`src/rtl/hebp_pkg.sv`:
```
// Shared types and constants for the Huffman encoder bit packer.
package hebp_pkg;

  localparam int SYM_W       = 8;
  localparam int CODE_W      = 32;
  localparam int LEN_FIELD_W = 6;
  localparam int PEND_W      = 7;
  localparam int BYTE_W      = 8;
  localparam int PAD_W       = 3;
  localparam int MAX_OUT     = 4;
  localparam int ACC_W       = PEND_W + CODE_W;
  localparam int WIN_W       = MAX_OUT * BYTE_W;
  localparam int TOT_W       = 6;
  localparam int CNT_W       = 3;

  localparam int DEF_MAX_CODE_LEN = 32;
  localparam int DEF_NUM_SYMBOLS  = 256;

  localparam int S_TDATA_W = 48;
  localparam int S_TUSER_W = 2;
  localparam int M_TDATA_W = 16;
  localparam int M_TUSER_W = 1;

  typedef enum logic [1:0] {
    OP_LOAD   = 2'd0,
    OP_ENCODE = 2'd1,
    OP_FLUSH  = 2'd2
  } op_e;

  // One packed item handed to the output buffer.
  typedef struct packed {
    logic [WIN_W-1:0] win;
    logic [CNT_W-1:0] count;
    logic             byte_valid;
    logic [PAD_W-1:0] pad;
    logic             last;
  } hebp_res_t;

endpackage

```
`src/rtl/hebp_emitter.sv`:
```
// Output buffer: holds up to four bytes and hands out one per transaction.
module hebp_emitter
  import hebp_pkg::*;
(
  input  logic              clk_i,
  input  logic              rst_ni,
  input  logic              push_i,
  input  hebp_res_t         res_i,
  output logic              ready_o,
  output logic              valid_o,
  input  logic              taken_i,
  output logic [BYTE_W-1:0] byte_o,
  output logic              byte_valid_o,
  output logic [PAD_W-1:0]  pad_o,
  output logic              last_o,
  output logic [CNT_W-1:0]  count_o
);

  logic [WIN_W-1:0] win_q, win_d;
  logic [CNT_W-1:0] cnt_q, cnt_d;
  logic             bv_q, bv_d;
  logic [PAD_W-1:0] pad_q, pad_d;
  logic             last_q, last_d;
  logic             pop;

  assign valid_o = (cnt_q != '0);
  assign pop     = valid_o & taken_i;
  assign ready_o = (cnt_q == '0) | ((cnt_q == CNT_W'(1)) & taken_i);

  always_comb begin
    win_d  = win_q;
    cnt_d  = cnt_q;
    bv_d   = bv_q;
    pad_d  = pad_q;
    last_d = last_q;
    if (push_i) begin
      win_d  = res_i.win;
      cnt_d  = res_i.count;
      bv_d   = res_i.byte_valid;
      pad_d  = res_i.pad;
      last_d = res_i.last;
    end else if (pop) begin
      win_d = win_q << BYTE_W;
      cnt_d = cnt_q - CNT_W'(1);
    end
  end

  always_ff @(posedge clk_i or negedge rst_ni) begin
    if (!rst_ni) begin
      cnt_q <= '0;
    end else begin
      cnt_q <= cnt_d;
    end
  end

  always_ff @(posedge clk_i) begin
    win_q  <= win_d;
    bv_q   <= bv_d;
    pad_q  <= pad_d;
    last_q <= last_d;
  end

  assign byte_o       = win_q[WIN_W-1 -: BYTE_W];
  assign byte_valid_o = bv_q;
  assign pad_o        = pad_q;
  assign last_o       = last_q;
  assign count_o      = cnt_q;

endmodule

```
`config.mk`:
```
export PLATFORM = sky130hd
export DESIGN_NAME = hebp_emitter
export DESIGN_NICKNAME = d
export VERILOG_FILES = /design/src/rtl/hebp_pkg.sv /design/src/rtl/hebp_emitter.sv
export SDC_FILE = /design/constraint.sdc
export NUM_CORES = 1
export LEC_CHECK = 0
export ABC_CLOCK_PERIOD_IN_PS = 3550
export BUFFER_PORTS_ARGS = -buffer_cell sky130_fd_sc_hd__buf_2
export CAP_MARGIN = 25
export CELL_PAD_IN_SITES_DETAIL_PLACEMENT = 1
export CELL_PAD_IN_SITES_GLOBAL_PLACEMENT = 1
export CORE_MARGIN = 2
export CORE_UTILIZATION = 42
export DETAILED_ROUTE_END_ITERATION = 10
export GPL_TIMING_DRIVEN = 1
export PLACE_DENSITY_LB_ADDON = 0.1
export SKIP_LAST_GASP = 1
export SYNTH_ARGS = -nofsm -noshare
export SYNTH_HDL_FRONTEND = slang
export SYNTH_SLANG_ARGS = --single-unit
```
`constraint.sdc`:
```
create_clock -name clk_i -period 3.55 [get_ports clk_i]
set_input_delay 0.1775 -clock clk_i [delete_from_list [all_inputs] [get_ports clk_i]]
set_output_delay 0.1775 -clock clk_i [all_outputs]
set_load 0.05 [all_outputs]
```
==> results.yml <==
sta:
  relSlewSlack_pct: 42.3
  whs_ns: 0.0628
  worstMarginPinSlew_ns: 0.865
  rsz0062_at_grt: "no"
  min_period_ns: 1.85
  fin_setup_tns_ns: 0
  finalHoldViolations: 0
  fin_crit_sh_pct: 52.1
  clock_skew_ns: 0.00441
  clock.fmax_ghz: 0.541
  finalSetupViolations: 0
  final-max-slew-violation-count: 0
floorplan:
  core-area_um2: 4000
  io-pin-count: 62
  start_util_pct: 43.7
  std_cell_rows: 23
  die_area_um2: 4690
  die_w_um: 68.5
  die_y_um: 68.5
yosys:
  yosys.area_share.simple_pct: 5.73
  avgSynthCellArea_um2: 16.3
  synth_cell_types: 19
  netlist_top_cells_area: "edfxtp_1 64%, mux2_2 15%, buf_4 4.7%, dfrtp_1 4.3%, and2_1 2.9%"
  synth-xor-area-share_pct: 0
  synthAdderAreaFrac_pct: 2.15
  synth_top_family_by_area: "multiplexers"
  ys_ff_latch: 40
  synth_top_area_share_pct: 63.6
  yosysSeqAreaShare_pct: 67.9
  yosys.area.top_type: "edfxtp_1"
  syn_inst: 107
  syn_nets: 154
  yosys_warnings: 0
  synth_ff_type: "edfxtp_1"
  syn_area_um2: 1750
  postSynth.asyncResetShare_pct: 7.50
  muxShareOfSynthArea_pct: 16.0
  synth_compound_area_share_pct: 2.86
  synth-edff-count: 37
final_layout:
  mostFrequentLayoutCell: "buf_2"
  area.sequential_um2: 1190
  multi_input_area_um2: 468
  layout-drive-gt1-share_pct: 57.6
  fin_cells: 215
  layout_common_cells: "61 x buf_2, 37 x edfxtp_1, 24 x mux2_2, 8 x and2_1, 5 x clkbuf_8"
  stdcell_area_um2: 2150
  antennaDiodeCount: 0
  n_fill_cell: 420
  syn2layout_area_growth_pct: 22.8
  layout.nets: 211
route:
  vias: 1041
  drt_iter0_markers: 70
  drtPass1Iterations: 4
  wirelength_um: 3050
  wire_per_inst_um: 14.2
  drc: 0
  vias_per_cell: 4.84
  ant_nets: 0
hold_path:
  worstHoldPathType: "input port to register"
clocking:
  cts_tree: "done"
  clockRootBuffer: "clkbuf_8"
  path_clk_slew_ns: 0.07
  worst_skew_pair.late_latency_ns: 0.29
  cts_setup_buffers: 0
  clock_path_buffers: 2
  cts_sinks: 40
  cts_buffers: 5
  htree_levels: 2
run_status:
  status: "finished, final reports clean"
place:
  port_buffers: 61
  placedInstanceArea_um2: 2030
  routabilityCongestion: 0.650
  dp.cells: 206
  place_hpwl_um: 2150
global_routing:
  grt_pass1_wl_um: 4870
  track_usage_pct: 14.9
  grt_start_max_net_pins: 46
  grt_pass1_vias: 1087
  grt-ovfl-total: 0
  antenna_found_initial: 0
pwr:
  max-vdd-ir-drop_mv: 0.310
  power.switching_mw: 0.308
  power.density_nw_per_um2: 543
  p_int_mw: 0.856
  swShare_pct: 26.5
  clock_power_share_pct: 30.3
  p_total_mw: 1.16
  power_frac_seq_pct: 50.9
  p_leak_nw: 0.916
  pwr-share-comb_pct: 18.8
critical_path:
  required_ns: 3.47
  critPathCaptureType: "register"
  worstSetupPathType: "register to register"
  worstPathArrival_ns: 1.77
  critPathMaxFanout: 32
  startpoint_type: "register"
run:
  drv_cap: 0
[critical path, stage by stage, from the launching register on]
cell and delay (ns):
dfrtp_1 0.39, inv_1 0.10, ha_1 0.27, nand2b_4 0.11
a21o_2 0.60
[cells by family (layout without fill, tap and decap cells)]
logic type	after synthesis	in the layout
AOI/OAI and AO/OA	7	7
buffers and inverters	14	72
and+or+nand+nor	18	18
DFF	40	40
adders and majority gates	3	3
muxes	25	25
[layout make-up]
| class | count | area share, % |
|---|---|---|
| clock buffers | 5 | 3.21 |
| clock inverters | 3 | 1.75 |
| inverters | 2 | 0.350 |
| multi-input cells | 53 | 21.8 |
| flip-flops and latches | 40 | 55.3 |
| well taps | 50 | 2.92 |
| repair buffers | 62 | 14.7 |
[metrics by stage]
stage,setup WS [ns],utilization [%]
floorplan,1.42,-
global placement,1.68,50.7
detailed placement,1.61,50.7
CTS,1.67,53.6
global route,1.54,53.6
finish,1.70,53.6
[state kept, by name, indices dropped and copies added (netlist names)]
register / count
byte_valid_o: 1
last_o: 1
pad_o: 3
win_q: 32
count_o: 3
[power by group through the flow]
stage	registers (mW)	logic (mW)	clock network [mW]
4_1_cts	0.594	0.222	0.367
6_report	0.593	0.218	0.353
2_1_floorplan	0.632	0.142	0
5_1_grt	0.600	0.236	0.385
3_3_place_gp	0.601	0.212	0
3_5_place_dp	0.605	0.220	0
[per-layer routing]
layer	global-route usage (%)	share of wire, %
met5	0	0
met4	7.50	1.8
met3	6.33	8.3
met2	23.6	50
met1	17.4	40
[Yosys cell counts (all sizes together), types with 2 or more instances]
| master | number |
|---|---|
| a21oi | 2 |
| and2 | 8 |
| edfxtp | 37 |
| buf | 11 |
| inv | 2 |
| dfrtp | 3 |
| nand2 | 4 |
| ha | 3 |
| nand3 | 2 |
| o21ai | 2 |
| nor2 | 3 |
| mux2 | 24 |
[what timing repair did]
action,in CTS,in global routing
gates resized for setup,0,0
hold buffers,1,0
hold endpoints to repair,3,0
endpoints found under the setup margin,0,0
[path summary, 6_finish.rpt]
kind	startpoint	end	slack, ns	cells past startpoint
max	count_o[0]	win_q[23]	1.70	4
min	res_i[2]	pad_o[1]	0.06	1
max reg2reg	count_o[0]	win_q[23]	1.70	4
min reg2reg	win_q[4]	win_q[12]	0.55	1
max in group asynchronous	rst_ni	count_o[0]	3.23	2
min in group asynchronous	rst_ni	count_o[2]	0.21	2
No activity file was read; power rests on OpenSTA's default activity.
