## src/rtl/hebp_pkg.sv

```systemverilog
// Shared types and constants for the Huffman encoder bit packer.
package hebp_pkg;

  localparam int SYM_W       = 8;
  localparam int CODE_W      = 32;
  localparam int LEN_FIELD_W = 6;
  localparam int PEND_W      = 7;
  localparam int BYTE_W      = 8;
  localparam int PAD_W       = 3;
  localparam int MAX_OUT     = 4;
  localparam int ACC_W       = PEND_W + CODE_W;
  localparam int WIN_W       = MAX_OUT * BYTE_W;
  localparam int TOT_W       = 6;
  localparam int CNT_W       = 3;

  localparam int DEF_MAX_CODE_LEN = 32;
  localparam int DEF_NUM_SYMBOLS  = 256;

  localparam int S_TDATA_W = 48;
  localparam int S_TUSER_W = 2;
  localparam int M_TDATA_W = 16;
  localparam int M_TUSER_W = 1;

  typedef enum logic [1:0] {
    OP_LOAD   = 2'd0,
    OP_ENCODE = 2'd1,
    OP_FLUSH  = 2'd2
  } op_e;

  // One packed item handed to the output buffer.
  typedef struct packed {
    logic [WIN_W-1:0] win;
    logic [CNT_W-1:0] count;
    logic             byte_valid;
    logic [PAD_W-1:0] pad;
    logic             last;
  } hebp_res_t;

endpackage

```

## src/rtl/hebp_packer.sv

```systemverilog
// Working stage: bit accumulator, byte split and flush padding.
module hebp_packer
  import hebp_pkg::*;
#(
  parameter int LenW = 6
) (
  input  logic              clk_i,
  input  logic              rst_ni,
  input  logic              accept_i,
  input  logic [1:0]        op_i,
  input  logic [LenW-1:0]   code_len_i,
  input  logic [CODE_W-1:0] code_bits_i,
  input  logic              emit_ready_i,
  output logic              in_ready_o,
  output logic              push_o,
  output hebp_res_t         res_o
);

  logic              s1_valid_q, s1_valid_d;
  op_e               s1_op_q;
  logic [PEND_W-1:0] pb_q, pb_d;
  logic [CNT_W-1:0]  pc_q, pc_d;
  logic [ACC_W-1:0]  acc;
  logic [ACC_W-1:0]  acc_top;
  logic [TOT_W-1:0]  total;
  logic [WIN_W-1:0]  aligned;
  logic [PEND_W-1:0] keep_mask;
  logic [3:0]        fl_shift;
  logic [BYTE_W-1:0] fl_byte;
  logic              needs_emit;
  logic              advance;

  assign acc       = (ACC_W'(pb_q) << code_len_i) | ACC_W'(code_bits_i);
  assign total     = TOT_W'(pc_q) + TOT_W'(code_len_i);
  // earliest pending bit lands in the top bit of the window
  assign acc_top   = acc << (TOT_W'(ACC_W) - total);
  assign aligned   = acc_top[ACC_W-1 -: WIN_W];
  assign keep_mask = ~({PEND_W{1'b1}} << total[2:0]);
  assign fl_shift  = 4'(BYTE_W) - 4'(pc_q);
  assign fl_byte   = BYTE_W'({1'b0, pb_q}) << fl_shift;

  always_comb begin
    needs_emit = 1'b0;
    res_o      = '0;
    pb_d       = pb_q;
    pc_d       = pc_q;
    case (s1_op_q)
      OP_ENCODE: begin
        needs_emit       = (total[TOT_W-1:3] != '0);
        res_o.win        = aligned;
        res_o.count      = CNT_W'(total[TOT_W-1:3]);
        res_o.byte_valid = 1'b1;
        pb_d             = acc[PEND_W-1:0] & keep_mask;
        pc_d             = total[2:0];
      end
      OP_FLUSH: begin
        needs_emit       = 1'b1;
        res_o.win        = {fl_byte, {(WIN_W-BYTE_W){1'b0}}};
        res_o.count      = CNT_W'(1);
        res_o.byte_valid = (pc_q != '0);
        res_o.pad        = PAD_W'(fl_shift);
        res_o.last       = 1'b1;
        pb_d             = '0;
        pc_d             = '0;
      end
      default: begin
      end
    endcase
  end

  assign advance    = s1_valid_q & (~needs_emit | emit_ready_i);
  assign push_o     = advance & needs_emit;
  assign in_ready_o = ~s1_valid_q | advance;
  assign s1_valid_d = accept_i | (s1_valid_q & ~advance);

  always_ff @(posedge clk_i or negedge rst_ni) begin
    if (!rst_ni) begin
      s1_valid_q <= 1'b0;
      pb_q       <= '0;
      pc_q       <= '0;
    end else begin
      s1_valid_q <= s1_valid_d;
      if (advance) begin
        pb_q <= pb_d;
        pc_q <= pc_d;
      end
    end
  end

  always_ff @(posedge clk_i) begin
    if (accept_i) begin
      s1_op_q <= op_e'(op_i);
    end
  end

endmodule

```

## config.mk

```make
export PLATFORM = sky130hd
export DESIGN_NAME = hebp_packer
export DESIGN_NICKNAME = d
export VERILOG_FILES = /design/src/rtl/hebp_pkg.sv /design/src/rtl/hebp_packer.sv
export SDC_FILE = /design/constraint.sdc
export NUM_CORES = 1
export LEC_CHECK = 0
export ABC_CLOCK_PERIOD_IN_PS = 14700
export BUFFER_PORTS_ARGS = -buffer_cell sky130_fd_sc_hd__buf_2
export CAP_MARGIN = 10
export CORE_UTILIZATION = 40
export CTS_CLUSTER_SIZE = 10
export DETAILED_ROUTE_END_ITERATION = 10
export GPL_ROUTABILITY_DRIVEN = 1
export GPL_TIMING_DRIVEN = 1
export PLACE_DENSITY = 0.6
export SLEW_MARGIN = 10
export SYNTH_ARGS = -nofsm -noshare
export SYNTH_HDL_FRONTEND = slang
export SYNTH_SLANG_ARGS = --single-unit
```

## constraint.sdc

```tcl
create_clock -name clk_i -period 14.7 [get_ports clk_i]
set_input_delay 2.94 -clock clk_i [delete_from_list [all_inputs] [get_ports clk_i]]
set_output_delay 2.94 -clock clk_i [all_outputs]
set_load 0.01 [all_outputs]
```

==> impl_results.md <==
* Run status: complete, but fails checks
* Failing checks: DRC
* Area of the core at ~13,000 um2
* Share of the synthesized area in the top cell type at between 6 and 7%
* DRT Pass-1 Iters at 9
* Routability cong. at 0.962
* Final period utilization at 78.0%
* Root buf cell: clkbuf_16
* Async set-reset flop share out of synthesis at 84.6%
* Post-route cell area at approximately 5600 um2
* Final setup viols at 0
* Worst IR Drop VDD at 113 uV
* Share of cells above drive strength 1 at between 20% and 30%
* DR iter-0 viols at 895
* Type of the worst min-delay path: reg -> reg
* Dpl ws at 3.42 ns
* WHS at ~0.57 ns
* Max-Cap Viols at 0
* Routed vias/inst at ~6.9
* Syn_nets at 777
* IO Count at 86
* Vias at around 6,300
* Die area at around 13,000 um2
* Switching share of power at a little over three fifths
* Setup tns final at 0 ns
* CTS Hold Buffers Added at 0
* DP Area at about 5600 um2
* # rows at roughly 40
* Final Hold Fails at 0
* HPWL after detailed placement at around 17,000 um
* CTS tree: yes
* CTS Buf Count at 3
* Top cell type by total area after synthesis: mux4_2
* Vias in the first global route at 5,719
* Synth Register Bits at 13
* Slew margin rel. at 22.0%
* DIE WIDTH at between 100 and 150 um
* Seq/Total Area, Yosys at 6.48%
* ANT cells at 0
* Aggregate global routing overflow at 0
* WP data required at 11.76 ns
* Kind of critical path: in -> out
* Crit path capture type: output port
* Crit path launch type: input port
* Combinational share of power at between 80% and 90%
* Synth Warn # at 0
* Final core occ at about 45%
* Min Tclk post-route at ~11 ns
* Synth cell types at 87
* Post-Synthesis Cells at 723
* Synth top area cells: mux4_2, mux2i_1, dfrtp_1, nand2_1, nor2_1
* EDFF count, synth at 2
* Worst Skew at around 0.0052 ns
* H-tree levels at 1
* Final worst setup slack at about 3.2 ns
* Synth Cell Area at about 5200 um2
* Power Dens Cells at about 240 nW/um2
* Largest net degree at the start of global routing at 61
* Crit path DAT at 8.53 ns
* ANT nets after route at 0
* Buffers on Ports at 85
* # DRC at 2
* P_leak at ~2.3 nW
* Clk Latency, worst-skew pair at between 0.2 and 0.25 ns
* Clock slew seen by the registers of the worst setup and hold paths at around 0.050 ns
* Commonest cells after routing, fill and taps aside: buf_2, nand2_1, nor2_1
* PostCTS Resize Cnt at 0
* Die height at around 120 um
* Initial antenna violation count at 0
* Fill cells at about 1,400
* Reg power frac at under 10%
* Longest Clk Path Bufs at 2
* Clock share of power at between 3 and 4%
* RSZ-0062 raised after global routing: false
* F_max at 87.2 MHz
* Synth Area per Inst at 7.15 um2
* Crit Path Max Fanout at 38
* WL final at roughly 22,000 um
* Worst-margin pin slew at about 1.2 ns
* Cell-internal power at roughly 0.51 mW
* First-pass GRT wire length at 33,100 um
* Tot GR Track Use at 32.1%
* Sw power at roughly 0.86 mW
* Drt wl/cell at around 24 um
* Top_reg_cell synth: dfrtp_1
* Post-CTS setup buffers at 0
* Most common cell after layout, fill and taps aside: buf_2
* Clock sink total at 13
* Area grow syn2layout at 9.10%
* NumNets Final at 801
* Fin. max-slew vios at 0
* Starting Density at between 40% and 50%
==> layer usage <==
layer  vias up  track usage (%)  part of all wire [%]
met4         0             10.8                   3.1
met3        45             3.29                   8.2
li1       2879                -                     -
met5         -                0                     0
met1      2983             44.9                    44
met2       389             51.4                    45
==> cell usage after synthesis (6+ instances only) <==
cell type,number
and2_1,12
o41ai_1,6
nand2_1,69
a32o_1,6
buf_1,6
o311ai_0,7
or3_1,6
nor2b_1,12
nand3_1,15
inv_1,23
clkbuf_1,46
o31ai_1,12
dfrtp_1,11
a21oi_1,40
o21ai_0,19
nor2_1,68
a211oi_1,26
o211a_1,9
a32oi_1,8
mux4_2,14
a21o_1,12
a221oi_1,7
nand2b_1,6
o211ai_1,19
nand4_1,10
a211o_1,6
a31oi_1,18
mux2_2,19
o22ai_1,11
mux2i_1,31
nor3_1,16
and3_1,12
buf_2,16
ha_1,9
==> sequential cells by signal, summed over array words and instances, names as in the netlist <==
register,cells
s1_op_q,2
pc_q,3
pb_q,7
s1_valid_q,1
==> through the flow <==
| stage | total power, mW | std cells |
|---|---|---|
| 2_1_floorplan | 0.944 | 723 |
| 3_3_place_gp | 1.28 | 914 |
| 3_5_place_dp | 1.28 | 914 |
| 4_1_cts | 1.33 | 918 |
| 5_1_grt | 1.46 | 918 |
| 6_report | 1.37 | 918 |
==> final cells by class <==
| type | instances | area, um2 | share of cell area, % |
|---|---|---|---|
| multi-input cells | 613 | 4440 | 78.8 |
| repair buffers | 92 | 478 | 8.47 |
| flip-flops and latches | 13 | 335 | 5.94 |
| well taps | 172 | 215 | 3.81 |
| inverters | 24 | 90.1 | 1.60 |
| clock buffers | 4 | 78.8 | 1.40 |
==> power by group through the flow <==
stage                     logic (mW)  registers [mW]  clock network [mW]
after floorplan                0.889          0.0557                   0
after global routing            1.31          0.0917              0.0532
final                           1.23          0.0898              0.0510
after global placement          1.19          0.0876                   0
after detailed placement        1.19          0.0886                   0
after CTS                       1.19          0.0881              0.0516
==> path summary, 6_finish.rpt <==
path	from	end	depth (start not counted)	slack (ns)
max	code_len_i[1]	res_o[34]	15	3.23
min	s1_valid_q$_DFF_PN0_	s1_valid_q$_DFF_PN0_	2	0.57
max reg2reg	pc_q[0]$_DFFE_PN0P_	pb_q[2]$_DFFE_PN0P_	14	9.99
min reg2reg	s1_valid_q$_DFF_PN0_	s1_valid_q$_DFF_PN0_	2	0.57
max in group asynchronous	rst_ni	pb_q[0]$_DFFE_PN0P_	1	11.95
min in group asynchronous	rst_ni	pb_q[2]$_DFFE_PN0P_	1	2.55
==> logic make-up (layout without fill, tap and decap cells) <==
| group | Yosys count | in the layout | synth area share, % |
|---|---|---|---|
| adders and majority gates | 10 | 10 | 2.56 |
| buffers and inverters | 97 | 120 | 8.32 |
| xor gates and xnor gates | 5 | 5 | 0.847 |
| DFF | 13 | 13 | 6.48 |
| AOI/OAI and AO/OA | 270 | 270 | 39.1 |
| and+or+nand+nor | 261 | 261 | 25.7 |
| muxes | 67 | 67 | 17.0 |
==> worst max-delay path, cell delays in order <==
cell       delay [ns]
buf_2            0.55
ha_1             0.35
a21o_1           0.16
a21oi_1          0.27
xnor2_2          0.14
buf_4            0.39
clkinv_1         0.93
ha_1             0.96
nor2b_1          0.32
and3_1           0.25
nand2_1          0.09
a2111oi_0        0.64
a221oi_1         0.18
o311ai_1         0.12
buf_2            0.19
No activity file was read; power rests on OpenSTA's default activity.
